**src/hw/rtl/assert_macros.svh**
```systemverilog
// ----------------------------------------------------------------------------
// Assertion macros
// Shared concurrent assertion forms for the RTL. Define NO_ASSERTIONS to
// compile them out.
// ----------------------------------------------------------------------------
`ifndef ASSERT_MACROS_SVH
`define ASSERT_MACROS_SVH

`ifndef NO_ASSERTIONS

`define ASSERT_IMPLY(label, clk, rst_n, ante, cons) \
    label: assert property (@(posedge clk) disable iff (!rst_n) (ante) |-> (cons)) \
        else $error("assertion failed");

`define ASSERT_NEXT(label, clk, rst_n, ante, cons) \
    label: assert property (@(posedge clk) disable iff (!rst_n) (ante) |=> (cons)) \
        else $error("assertion failed");

`else

`define ASSERT_IMPLY(label, clk, rst_n, ante, cons)

`define ASSERT_NEXT(label, clk, rst_n, ante, cons)

`endif

`endif

```
**src/hw/rtl/kpc_pkg.sv**
```systemverilog
// ----------------------------------------------------------------------------
// Key press classifier package
// Widths, register indexes, reset values and the configuration bundle.
// ----------------------------------------------------------------------------
`timescale 1ns / 1ps

package kpc_pkg;

    localparam int KEY_W   = 16;
    localparam int CODE_W  = 32;
    localparam int KIND_W  = 2;
    localparam int TICK_W  = 17;
    localparam int CFG_IDX_W = 3;

    localparam logic [CFG_IDX_W-1:0] REG_IDLE_CODE      = 3'd0;
    localparam logic [CFG_IDX_W-1:0] REG_DEBOUNCE_TICKS = 3'd1;
    localparam logic [CFG_IDX_W-1:0] REG_LONG_TICKS     = 3'd2;
    localparam logic [CFG_IDX_W-1:0] REG_SHORT_FLAG     = 3'd3;
    localparam logic [CFG_IDX_W-1:0] REG_LONG_FLAG      = 3'd4;
    localparam logic [CFG_IDX_W-1:0] REG_HOLD_FLAG      = 3'd5;

    localparam logic [KEY_W-1:0]  RST_IDLE_CODE      = 16'hFFFF;
    localparam logic [KEY_W-1:0]  RST_DEBOUNCE_TICKS = 16'd2;
    localparam logic [KEY_W-1:0]  RST_LONG_TICKS     = 16'd100;
    localparam logic [CODE_W-1:0] RST_SHORT_FLAG     = 32'h0001_0000;
    localparam logic [CODE_W-1:0] RST_LONG_FLAG      = 32'h0002_0000;
    localparam logic [CODE_W-1:0] RST_HOLD_FLAG      = 32'h0004_0000;

    typedef struct packed {
        logic [KEY_W-1:0]  idle_code;
        logic [KEY_W-1:0]  debounce_ticks;
        logic [KEY_W-1:0]  long_ticks;
        logic [CODE_W-1:0] short_flag;
        logic [CODE_W-1:0] long_flag;
        logic [CODE_W-1:0] hold_flag;
    } kpc_cfg_t;

endpackage

```
**src/hw/rtl/kpc_cfg_regs.sv**
```systemverilog
// ----------------------------------------------------------------------------
// Key press classifier configuration registers
// Holds the six configuration registers written over the configuration port.
// ----------------------------------------------------------------------------
`timescale 1ns / 1ps

module kpc_cfg_regs
    import kpc_pkg::*;
(
    input  logic                 aclk,
    input  logic                 aresetn,
    input  logic                 cfg_valid,
    output logic                 cfg_ready,
    input  logic [CFG_IDX_W-1:0] cfg_index,
    input  logic [CODE_W-1:0]    cfg_data,
    output kpc_cfg_t             cfg
);

    kpc_cfg_t cfg_reg;
    kpc_cfg_t cfg_next;

    assign cfg_ready = 1'b1;
    assign cfg       = cfg_reg;

    always_comb begin
        cfg_next = cfg_reg;
        if (cfg_valid) begin
            case (cfg_index)
                REG_IDLE_CODE:      cfg_next.idle_code      = cfg_data[KEY_W-1:0];
                REG_DEBOUNCE_TICKS: cfg_next.debounce_ticks = cfg_data[KEY_W-1:0];
                REG_LONG_TICKS:     cfg_next.long_ticks     = cfg_data[KEY_W-1:0];
                REG_SHORT_FLAG:     cfg_next.short_flag     = cfg_data;
                REG_LONG_FLAG:      cfg_next.long_flag      = cfg_data;
                REG_HOLD_FLAG:      cfg_next.hold_flag      = cfg_data;
                default:            cfg_next = cfg_reg;
            endcase
        end
    end

    always_ff @(posedge aclk) begin
        if (!aresetn) begin
            cfg_reg.idle_code      <= RST_IDLE_CODE;
            cfg_reg.debounce_ticks <= RST_DEBOUNCE_TICKS;
            cfg_reg.long_ticks     <= RST_LONG_TICKS;
            cfg_reg.short_flag     <= RST_SHORT_FLAG;
            cfg_reg.long_flag      <= RST_LONG_FLAG;
            cfg_reg.hold_flag      <= RST_HOLD_FLAG;
        end else begin
            cfg_reg <= cfg_next;
        end
    end

endmodule

```
**src/hw/rtl/kpc_in_stage.sv**
```systemverilog
// ----------------------------------------------------------------------------
// Key press classifier input stage
// Input register with a skid entry so that the ready output is registered.
// ----------------------------------------------------------------------------
`timescale 1ns / 1ps

module kpc_in_stage
    import kpc_pkg::*;
(
    input  logic             aclk,
    input  logic             aresetn,
    input  logic             s_tvalid,
    output logic             s_tready,
    input  logic [KEY_W-1:0] s_word,
    output logic             item_valid,
    output logic [KEY_W-1:0] item_word,
    input  logic             item_pop
);

    logic             main_valid_reg;
    logic             main_valid_next;
    logic [KEY_W-1:0] main_word_reg;
    logic [KEY_W-1:0] main_word_next;
    logic             skid_valid_reg;
    logic             skid_valid_next;
    logic [KEY_W-1:0] skid_word_reg;
    logic [KEY_W-1:0] skid_word_next;
    logic             s_accept;

    assign s_tready   = !skid_valid_reg;
    assign s_accept   = s_tvalid && s_tready;
    assign item_valid = main_valid_reg;
    assign item_word  = main_word_reg;

    always_comb begin
        main_valid_next = main_valid_reg;
        main_word_next  = main_word_reg;
        skid_valid_next = skid_valid_reg;
        skid_word_next  = skid_word_reg;
        if (skid_valid_reg) begin
            if (item_pop) begin
                main_word_next  = skid_word_reg;
                skid_valid_next = 1'b0;
            end
        end else if (s_accept) begin
            if (!main_valid_reg || item_pop) begin
                main_valid_next = 1'b1;
                main_word_next  = s_word;
            end else begin
                skid_valid_next = 1'b1;
                skid_word_next  = s_word;
            end
        end else if (item_pop) begin
            main_valid_next = 1'b0;
        end
    end

    always_ff @(posedge aclk) begin
        if (!aresetn) begin
            main_valid_reg <= 1'b0;
            skid_valid_reg <= 1'b0;
        end else begin
            main_valid_reg <= main_valid_next;
            skid_valid_reg <= skid_valid_next;
        end
        main_word_reg <= main_word_next;
        skid_word_reg <= skid_word_next;
    end

endmodule

```
**src/hw/rtl/kpc_core.sv**
```systemverilog
// ----------------------------------------------------------------------------
// Key press classifier core
// Debounce and press classification state with the result register.
// ----------------------------------------------------------------------------
`timescale 1ns / 1ps

`include "assert_macros.svh"

module kpc_core
    import kpc_pkg::*;
(
    input  logic              aclk,
    input  logic              aresetn,
    input  kpc_cfg_t          cfg,
    input  logic              item_valid,
    input  logic [KEY_W-1:0]  item_word,
    output logic              item_pop,
    output logic              m_tvalid,
    input  logic              m_tready,
    output logic [CODE_W-1:0] m_code,
    output logic [KIND_W-1:0] m_kind
);

    localparam logic [1:0] PH_IDLE = 2'd0;
    localparam logic [1:0] PH_DEB  = 2'd1;
    localparam logic [1:0] PH_PRESS = 2'd2;
    localparam logic [1:0] PH_HELD = 2'd3;

    localparam logic [KIND_W-1:0] KIND_NONE  = 2'd0;
    localparam logic [KIND_W-1:0] KIND_SHORT = 2'd1;
    localparam logic [KIND_W-1:0] KIND_LONG  = 2'd2;
    localparam logic [KIND_W-1:0] KIND_HOLD  = 2'd3;

    localparam logic [TICK_W-1:0] TICK_MAX = {TICK_W{1'b1}};

    logic [1:0]        phase_reg;
    logic [1:0]        phase_next;
    logic [KEY_W-1:0]  held_key_reg;
    logic [KEY_W-1:0]  held_key_next;
    logic [TICK_W-1:0] tick_count_reg;
    logic [TICK_W-1:0] tick_count_next;
    logic              out_valid_reg;
    logic              out_valid_next;
    logic [CODE_W-1:0] out_code_reg;
    logic [CODE_W-1:0] out_code_next;
    logic [KIND_W-1:0] out_kind_reg;
    logic [KIND_W-1:0] out_kind_next;

    logic              fire;
    logic [1:0]        phase_eff;
    logic [KEY_W-1:0]  held_eff;
    logic              release_key;
    logic [TICK_W-1:0] tick_inc;
    logic              over_debounce;
    logic              over_long;
    logic [CODE_W-1:0] key_ext;
    logic [CODE_W-1:0] held_ext;
    logic [CODE_W-1:0] code_calc;
    logic [KIND_W-1:0] kind_calc;

    assign fire     = item_valid && (!out_valid_reg || m_tready);
    assign item_pop = fire;
    assign m_tvalid = out_valid_reg;
    assign m_code   = out_code_reg;
    assign m_kind   = out_kind_reg;

    always_comb begin
        phase_eff = phase_reg;
        held_eff  = held_key_reg;
        if (phase_reg == PH_IDLE && item_word != cfg.idle_code) begin
            phase_eff = PH_DEB;
            held_eff  = item_word;
        end
        release_key   = (item_word != held_eff) || (item_word == cfg.idle_code);
        tick_inc      = (tick_count_reg != TICK_MAX) ? tick_count_reg + 1'b1
                                                     : tick_count_reg;
        over_debounce = tick_count_reg > {1'b0, cfg.debounce_ticks};
        over_long     = tick_count_reg > {1'b0, cfg.long_ticks};
        key_ext       = {{(CODE_W-KEY_W){1'b0}}, item_word};
        held_ext      = {{(CODE_W-KEY_W){1'b0}}, held_eff};

        phase_next      = phase_eff;
        held_key_next   = held_eff;
        tick_count_next = tick_count_reg;
        code_calc       = {{(CODE_W-KEY_W){1'b0}}, cfg.idle_code};
        kind_calc       = KIND_NONE;

        case (phase_eff)
            PH_DEB: begin
                if (release_key) begin
                    held_key_next   = cfg.idle_code;
                    phase_next      = PH_IDLE;
                    tick_count_next = '0;
                end else begin
                    tick_count_next = tick_inc;
                    if (over_debounce) begin
                        phase_next = PH_PRESS;
                    end
                end
            end
            PH_PRESS: begin
                if (release_key) begin
                    code_calc       = held_ext | cfg.short_flag;
                    kind_calc       = KIND_SHORT;
                    held_key_next   = cfg.idle_code;
                    phase_next      = PH_IDLE;
                    tick_count_next = '0;
                end else if (over_long) begin
                    code_calc       = key_ext | cfg.long_flag;
                    kind_calc       = KIND_LONG;
                    phase_next      = PH_HELD;
                    tick_count_next = '0;
                end else begin
                    tick_count_next = tick_inc;
                end
            end
            PH_HELD: begin
                if (release_key) begin
                    held_key_next = cfg.idle_code;
                    phase_next    = PH_IDLE;
                end else begin
                    code_calc = key_ext | cfg.hold_flag;
                    kind_calc = KIND_HOLD;
                end
            end
            default: begin
                phase_next = phase_eff;
            end
        endcase

        out_valid_next = out_valid_reg;
        out_code_next  = out_code_reg;
        out_kind_next  = out_kind_reg;
        if (fire) begin
            out_valid_next = 1'b1;
            out_code_next  = code_calc;
            out_kind_next  = kind_calc;
        end else if (m_tready) begin
            out_valid_next = 1'b0;
        end
    end

    always_ff @(posedge aclk) begin
        if (!aresetn) begin
            phase_reg      <= PH_IDLE;
            held_key_reg   <= RST_IDLE_CODE;
            tick_count_reg <= '0;
            out_valid_reg  <= 1'b0;
        end else begin
            out_valid_reg <= out_valid_next;
            if (fire) begin
                phase_reg      <= phase_next;
                held_key_reg   <= held_key_next;
                tick_count_reg <= tick_count_next;
            end
        end
        out_code_reg <= out_code_next;
        out_kind_reg <= out_kind_next;
    end

    `ASSERT_IMPLY(a_idle_count_clear, aclk, aresetn, phase_reg == PH_IDLE, tick_count_reg == '0)
    `ASSERT_IMPLY(a_held_count_clear, aclk, aresetn, phase_reg == PH_HELD, tick_count_reg == '0)
    `ASSERT_NEXT(a_long_enters_held, aclk, aresetn, fire && kind_calc == KIND_LONG, phase_reg == PH_HELD)
    `ASSERT_NEXT(a_short_returns_idle, aclk, aresetn, fire && kind_calc == KIND_SHORT, phase_reg == PH_IDLE)

endmodule

```
**src/hw/rtl/key_press_classifier.sv**
```systemverilog
// ----------------------------------------------------------------------------
// Key press classifier
// Debounces a polled 16-bit button word and reports short presses, long
// presses and hold repeats.
// ----------------------------------------------------------------------------
// One button word is taken per clock cycle while the result side does not
// stall, and exactly one result leaves for each word: the word waits in the
// input register, then the debounce and press classification logic updates
// its state and loads the result register in the same cycle. A result of
// kind 0 carries the idle code. s_tready comes from a register, so a stall
// on the result side reaches the input in the following cycle, absorbed by
// a skid entry. Configuration writes are taken in every cycle and should
// only be made while no transaction is in flight.
// ----------------------------------------------------------------------------
`timescale 1ns / 1ps

module key_press_classifier
    import kpc_pkg::*;
(
    input  logic                 aclk,
    input  logic                 aresetn,
    input  logic                 s_tvalid,
    output logic                 s_tready,
    input  logic [15:0]          s_tdata,   // [15:0] button_word
    output logic                 m_tvalid,
    input  logic                 m_tready,
    output logic [31:0]          m_tdata,   // [31:0] event_code
    output logic [1:0]           m_tuser,   // [1:0] event_kind
    input  logic                 cfg_valid,
    output logic                 cfg_ready,
    input  logic [CFG_IDX_W-1:0] cfg_index,
    input  logic [CODE_W-1:0]    cfg_data
);

    kpc_cfg_t         cfg;
    logic             item_valid;
    logic [KEY_W-1:0] item_word;
    logic             item_pop;

    kpc_cfg_regs u_cfg_regs (
        .aclk      (aclk),
        .aresetn   (aresetn),
        .cfg_valid (cfg_valid),
        .cfg_ready (cfg_ready),
        .cfg_index (cfg_index),
        .cfg_data  (cfg_data),
        .cfg       (cfg)
    );

    kpc_in_stage u_in_stage (
        .aclk       (aclk),
        .aresetn    (aresetn),
        .s_tvalid   (s_tvalid),
        .s_tready   (s_tready),
        .s_word     (s_tdata),
        .item_valid (item_valid),
        .item_word  (item_word),
        .item_pop   (item_pop)
    );

    kpc_core u_core (
        .aclk       (aclk),
        .aresetn    (aresetn),
        .cfg        (cfg),
        .item_valid (item_valid),
        .item_word  (item_word),
        .item_pop   (item_pop),
        .m_tvalid   (m_tvalid),
        .m_tready   (m_tready),
        .m_code     (m_tdata),
        .m_kind     (m_tuser)
    );

endmodule
```
**config.mk**
```make
export PLATFORM = sky130hd
export DESIGN_NAME = key_press_classifier
export DESIGN_NICKNAME = d
export VERILOG_FILES = /design/src/hw/rtl/kpc_pkg.sv /design/src/hw/rtl/kpc_cfg_regs.sv /design/src/hw/rtl/kpc_in_stage.sv /design/src/hw/rtl/kpc_core.sv /design/src/hw/rtl/key_press_classifier.sv
export VERILOG_INCLUDE_DIRS = /design/src /design/src/hw/rtl
export SDC_FILE = /design/constraint.sdc
export NUM_CORES = 1
export LEC_CHECK = 0
export CORE_UTILIZATION = 55
export CTS_BUF_LIST = sky130_fd_sc_hd__clkbuf_16
export DETAILED_ROUTE_END_ITERATION = 7
export DONT_BUFFER_PORTS = 1
export PLACE_DENSITY = 0.67
export SYNTH_ARGS = -nofsm -noshare
export SYNTH_HDL_FRONTEND = slang
export SYNTH_SLANG_ARGS = --single-unit
```
**constraint.sdc**
```tcl
create_clock -name aclk -period 8.5 [get_ports aclk]
set_input_delay 0.85 -clock aclk [delete_from_list [all_inputs] [get_ports aclk]]
set_output_delay 0.85 -clock aclk [all_outputs]
set_load 0.01 [all_outputs]
```
==> impl_metrics.ini, run 1 <==
[synthesis]
synthMuxAreaShare_pct = 3.01
synthAdderAreaFrac_pct = 3.55
synth_nets = 1359
synth_ff_type = dfxtp_1
synth_area_leaders = dfxtp_1, edfxtp_1, nand2_1
yosys.area_share.xor_xnor_pct = 3.01
yosysTopAreaCell = dfxtp_1
synthCells = 1270
ys_seq_elements = 248
synth_cell_types = 59
seq_area_frac_synth_pct = 48.4
yosysMostFrequentCell = nand2_1
synthSimpleGateAreaFrac_pct = 18.8
synthArstFlopShare_pct = 0
synth_edf_count = 66
netlist.area_leader.share_pct = 31.3
syn_area_um2 = 11600
avgSynthCellArea_um2 = 9.15
synthTopCellsByCount = nand2_1, dfxtp_1, a21boi_0, edfxtp_1, nor2_1
synth_top_family_by_area = simple AND/OR/NAND/NOR gates
synth_warnings = 0
synth_compound_area_share_pct = 18.6

[floorplanning]
die_area_um2 = 21700
placementRows = 52
die_x_um = 147
start_util_pct = 56.7
die-height_um = 147
io_pins = 93
core_um2 = 20500

[clock_tree]
clockBufferDepth = 3
cts_max_level = 1
clk_pin_slew_ps = 60
clock-sinks = 248
post_cts_buffers = 0
hold_buffers = 0
insertion_delay_ps = 530
cts_tree = yes
postCtsResizedCells = 0
root_buffer = clkbuf_16
cts_buffers = 27

[routing]
ant_nets = 0
vias_per_cell = 5.82
finalWirelength_mm = 29.2
via_count = 8942
route.detailed.drc = 0
drtIter0Drc = 682
dr.pass1.iters = 5
wl_per_cell_um = 19.0

[timing]
setup_viol = 0
period_share_pct = 37.2
hold_violations = 0
fmax_mhz = 316
whs_ps = 415
relSlewSlack_pct = 34.8
period_minus_slack_ps = 3160
setup_tns_ps = 0
skew_ps = 12.8
finalMaxSlewViolations = 0
worst_pin_slew_ps = 970
rsz0062_at_grt = no
setup_slack_ps = 5340

[layout]
syn2layout_area_growth_pct = 8.91
largest_reg_flops = 144
num_antenna_cells = 0
nNetsFinal = 1335
final_cells = 1536
post_route_cells_drive_above_1_share_pct = 8.14
utilization_pct = 61.8
nFillCells = 1783
final_area_um2 = 12700

[placed_design]
pre_cts_ws_ps = 4980
routabilityCongestion = 0.863
io_buffers = 0
place_inst = 1487
dpl_cell_area_um2 = 11800
hpwl_mm = 18.7

[critical_path]
cp.required_ps = 8880
reg2reg_from = u_in_stage.item_word[9]
path_class = reg2reg
r2r-end = u_core.tick_count_reg[4]
critPathMaxFanout = 25
cp-end-kind = flip-flop
rrSetupSlack_ps = 5340
arrival_ps = 3540
critPathLaunchType = flip-flop
reg2regPathDepth = 8

[outcome]
status = finished, final reports clean

[hold_path]
holdCritPathClass = in2reg
min_delay_path_depth = 0
worstHoldStart = s_tdata[4]
hold_end = u_in_stage.skid_word_reg[4]

[global_routing]
grt_pass1_wl_mm = 46.8
antenna_found_initial = 0
grt_use_total_pct = 27.3
grt_overflow = 0
grt_max_degree = 153
grt_pass1_vias = 8560

[pwr]
irDropWorstVdd_mv = 0.155
finalPower_mw = 2.58
power.density_nw_per_um2 = 204
p_leak_nw = 4.62

[run]
cap_violations = 0
## cell families (layout without fill, tap and decap cells)
group	Yosys count	in the layout
buffers and inverters	124	120
and+or+nand+nor	498	498
muxes	33	33
DFF	248	248
xor gates and xnor gates	40	40
adders and majority gates	33	33
AOI/OAI and AO/OA	293	293
other	1	1
## area by class of cell
| type | instances | area (um^2) | area share [%] |
|---|---|---|---|
| sequential | 248 | 5630 | 44.4 |
| multi-input combinational | 898 | 5490 | 43.4 |
| clock buffer | 29 | 726 | 5.73 |
| tap | 270 | 338 | 2.67 |
| inverter | 54 | 204 | 1.61 |
| clock inverter | 20 | 146 | 1.16 |
| timing repair buffer | 17 | 128 | 1.01 |
## per-layer routing
layer | GRT usage, % | vias to the layer above | wire length, um
li1 | - | 4372 | -
met1 | 37.5 | 4196 | 13000
met2 | 42.9 | 308 | 13000
met3 | 5.09 | 66 | 2170
met4 | 9.79 | 0 | 1020
met5 | 0 | - | 0
## power breakdown
part           leakage [nW]  internal, mW  switching (mW)  total [mW]
clock network         0.437         0.673           0.473        1.15
registers              2.07          1.25          0.0329        1.28
logic                  2.11        0.0597          0.0956       0.155
total                  4.62          1.98           0.602        2.58
## placed cells by master (no fill, tap or decap), types with 11 or more instances in the layout
cell type	synthesis	final
a21boi_0	123	122
a21oi_1	35	34
a22oi_1	11	11
buf_4	4	17
clkbuf_16	0	29
dfxtp_1	182	182
edfxtp_1	66	66
ha_1	33	33
inv_1	53	56
mux2_2	16	16
mux2i_1	17	17
nand2_1	309	308
nand3_1	37	37
nand4_1	16	16
nor2_1	59	56
nor3_1	20	18
o211ai_1	16	16
o21ai_0	18	18
o22ai_1	12	12
o31ai_1	16	16
or3_1	20	20
xnor2_1	18	18
xor2_1	22	22
## critical path, stage by stage (launching register included)
cell and delay (ps):
edfxtp_1 510, xnor2_1 260, nand4_1 210, nor4_4 540, a21o_1 510, buf_4 420, nand3_1 180, o311ai_4 260
nor2_1 120
## how the worst max path moves through the flow
stage                                  from                   endpoint  slack [ps]
floorplan                          m_tready  u_core.tick_count_reg[11]        5700
global placement                   m_tready     u_core.held_key_reg[1]        5030
detailed placement                 m_tready     u_core.held_key_reg[0]        4980
CTS                 u_in_stage.item_word[3]   u_core.tick_count_reg[4]        5340
global route        u_in_stage.item_word[3]   u_core.tick_count_reg[2]        5120
finish              u_in_stage.item_word[9]   u_core.tick_count_reg[4]        5340
Note: power is estimated with default switching activity, not from simulation.
==> inputs of run 2 (changes only) <==
- clock period: 8.5 -> 3.04 ns (I/O delays scaled with it)
==> impl_metrics.ini, run 2 (same netlist as run 1, synthesis figures left out) <==
[global_routing]
grt_max_degree = 150
top_usage_layer = met2
grt.met3_usage_pct = 4.04
met1_usage_pct = 39.3
grt_pass1_vias = 9070
grt_overflow = 0
antenna_found_initial = 0
grt_use_met2_pct = 48.5
grt_pass1_wl_mm = 49.7
grt_use_total_pct = 29.0

[placed_design]
routabilityCongestion = 0.827
pre_cts_ws_ps = 215
place_inst = 1503
io_buffers = 0
dpl_cell_area_um2 = 11900
hpwl_mm = 19.8

[critical_path]
critPathLaunchType = flip-flop
cpPeakStageDelay_ps = 870
crit_slowest_cell = nor4_4
cp_top_family = simple AND/OR/NAND/NOR gates
path_class = reg2reg
path_cells = xor2_1, nor4_1, nand4_1, a21o_1, nor4_4, a22o_1
cp.required_ps = 3430
critPathMaxFanout = 16
cp-end-kind = flip-flop
arrival_ps = 3310
crit_buf_inv = 0

[layout]
nNetsFinal = 1403
post_route_cells_drive_above_1_share_pct = 9.00
syn2layout_area_growth_pct = 14.4
largest_reg_flops = 144
final_area_um2 = 13300
nFillCells = 1726
layout_commonest_cell = nand2_1
num_antenna_cells = 0
final_cell_mix = nand2_1, dfxtp_1, a21boi_0
final_cells = 1604

[clock_tree]
cts_buffers = 27
cts_tree = yes
insertion_delay_ps = 530
clock-sinks = 248
postCtsResizedCells = 0
post_cts_buffers = 0
clk_pin_slew_ps = 60
cts_max_level = 1
root_buffer = clkbuf_16
clockBufferDepth = 3

[outcome]
status = finished, final reports clean

[pwr]
finalPower_mw = 7.32
p_leak_nw = 4.94
irDropWorstVdd_mv = 0.441
power.density_nw_per_um2 = 551

[floorplanning]
die_area_um2 = 21700
die-height_um = 147
start_util_pct = 56.7
core_um2 = 20500
io_pins = 93
die_x_um = 147
placementRows = 52

[run]
cap_violations = 0

[routing]
vias_per_cell = 5.79
route.detailed.drc = 0
via_count = 9287
finalWirelength_mm = 30.8
drtIter0Drc = 604
wl_per_cell_um = 19.2
dr.pass1.iters = 5
ant_nets = 0

[timing]
rsz0062_at_grt = no
period_minus_slack_ps = 2930
relSlewSlack_pct = 29.6
hold_violations = 0
setup_viol = 0
setup_slack_ps = 112
worst_pin_slew_ps = 1050
period_share_pct = 96.3
finalMaxSlewViolations = 0
setup_tns_ps = 0
skew_ps = 8.40
fmax_mhz = 342

[hold_path]
holdCritPathClass = in2reg
-- run 2: cell count changes in the layout (fill, tap and decap cells not counted), sizes merged, moves of 2 or more --
| cell | delta |
|---|---|
| clkinv | -2 |
| buf | +17 |
| dlygate4sd3 | +51 |
| clkbuf | -2 |
| inv | +5 |
| clkinvlp | -2 |
-- run 2: per-layer routing --
layer,part of all wire (%),wire (um),vias up
li1,-,-,4517
met4,2.7,819,0
met3,5.7,1740,52
met2,46,14200,308
met5,0,0,-
met1,45,14000,4410
-- run 2: report_power, final --
| part | total, mW | switching (mW) | internal (mW) |
|---|---|---|---|
| combinational | 0.571 | 0.343 | 0.228 |
| sequential | 3.58 | 0.0900 | 3.49 |
| clock | 3.17 | 1.31 | 1.86 |
-- run 2: path summary, 6_finish.rpt --
path | from | to | slack, ps | depth (start not counted)
worst max-delay path | u_in_stage.item_word[11] | u_core.m_code[17] | 110 | 6
worst min-delay path | s_tdata[8] | u_in_stage.item_word[8] | 30 | 1
worst max register to register | u_in_stage.item_word[11] | u_core.m_code[17] | 110 | 6
worst min register to register | u_cfg_regs.cfg[124] | u_cfg_regs.cfg[124] | 470 | 2
-- run 2: cell type report --
cell class	count	area (um^2)	share of cell area, %
Clock buffer	27	676	5.08
Clock inverter	22	174	1.31
Inverter	54	204	1.53
Multi-Input combinational cell	898	5490	41.3
Sequential cell	248	5630	42.3
Tap cell	270	338	2.54
Timing Repair Buffer	85	786	5.91
-- run 2: repair_timing --
item	in CTS	in global routing
endpoints found under the setup margin	0	0
endpoints found under the hold margin	173	0
hold buffers	52	0
-- run 2: metrics by stage --
| step | util [%] | hold slack [ps] |
|---|---|---|
| 3_5_place_dp | 58.1 | 401 |
| 6_report | 64.9 | 31.4 |
| 3_3_place_gp | 58.1 | 399 |
| 2_1_floorplan | - | 403 |
| 5_1_grt | 64.9 | 20.6 |
| 4_1_cts | 64.9 | 10.1 |
-- run 2: worst reg2reg max path: stages (launching register included) --
cell and delay, ps:
edfxtp_1 490, xor2_1 190, nor4_1 380, nand4_1 260
a21o_1 290, nor4_4 870, a22o_1 300
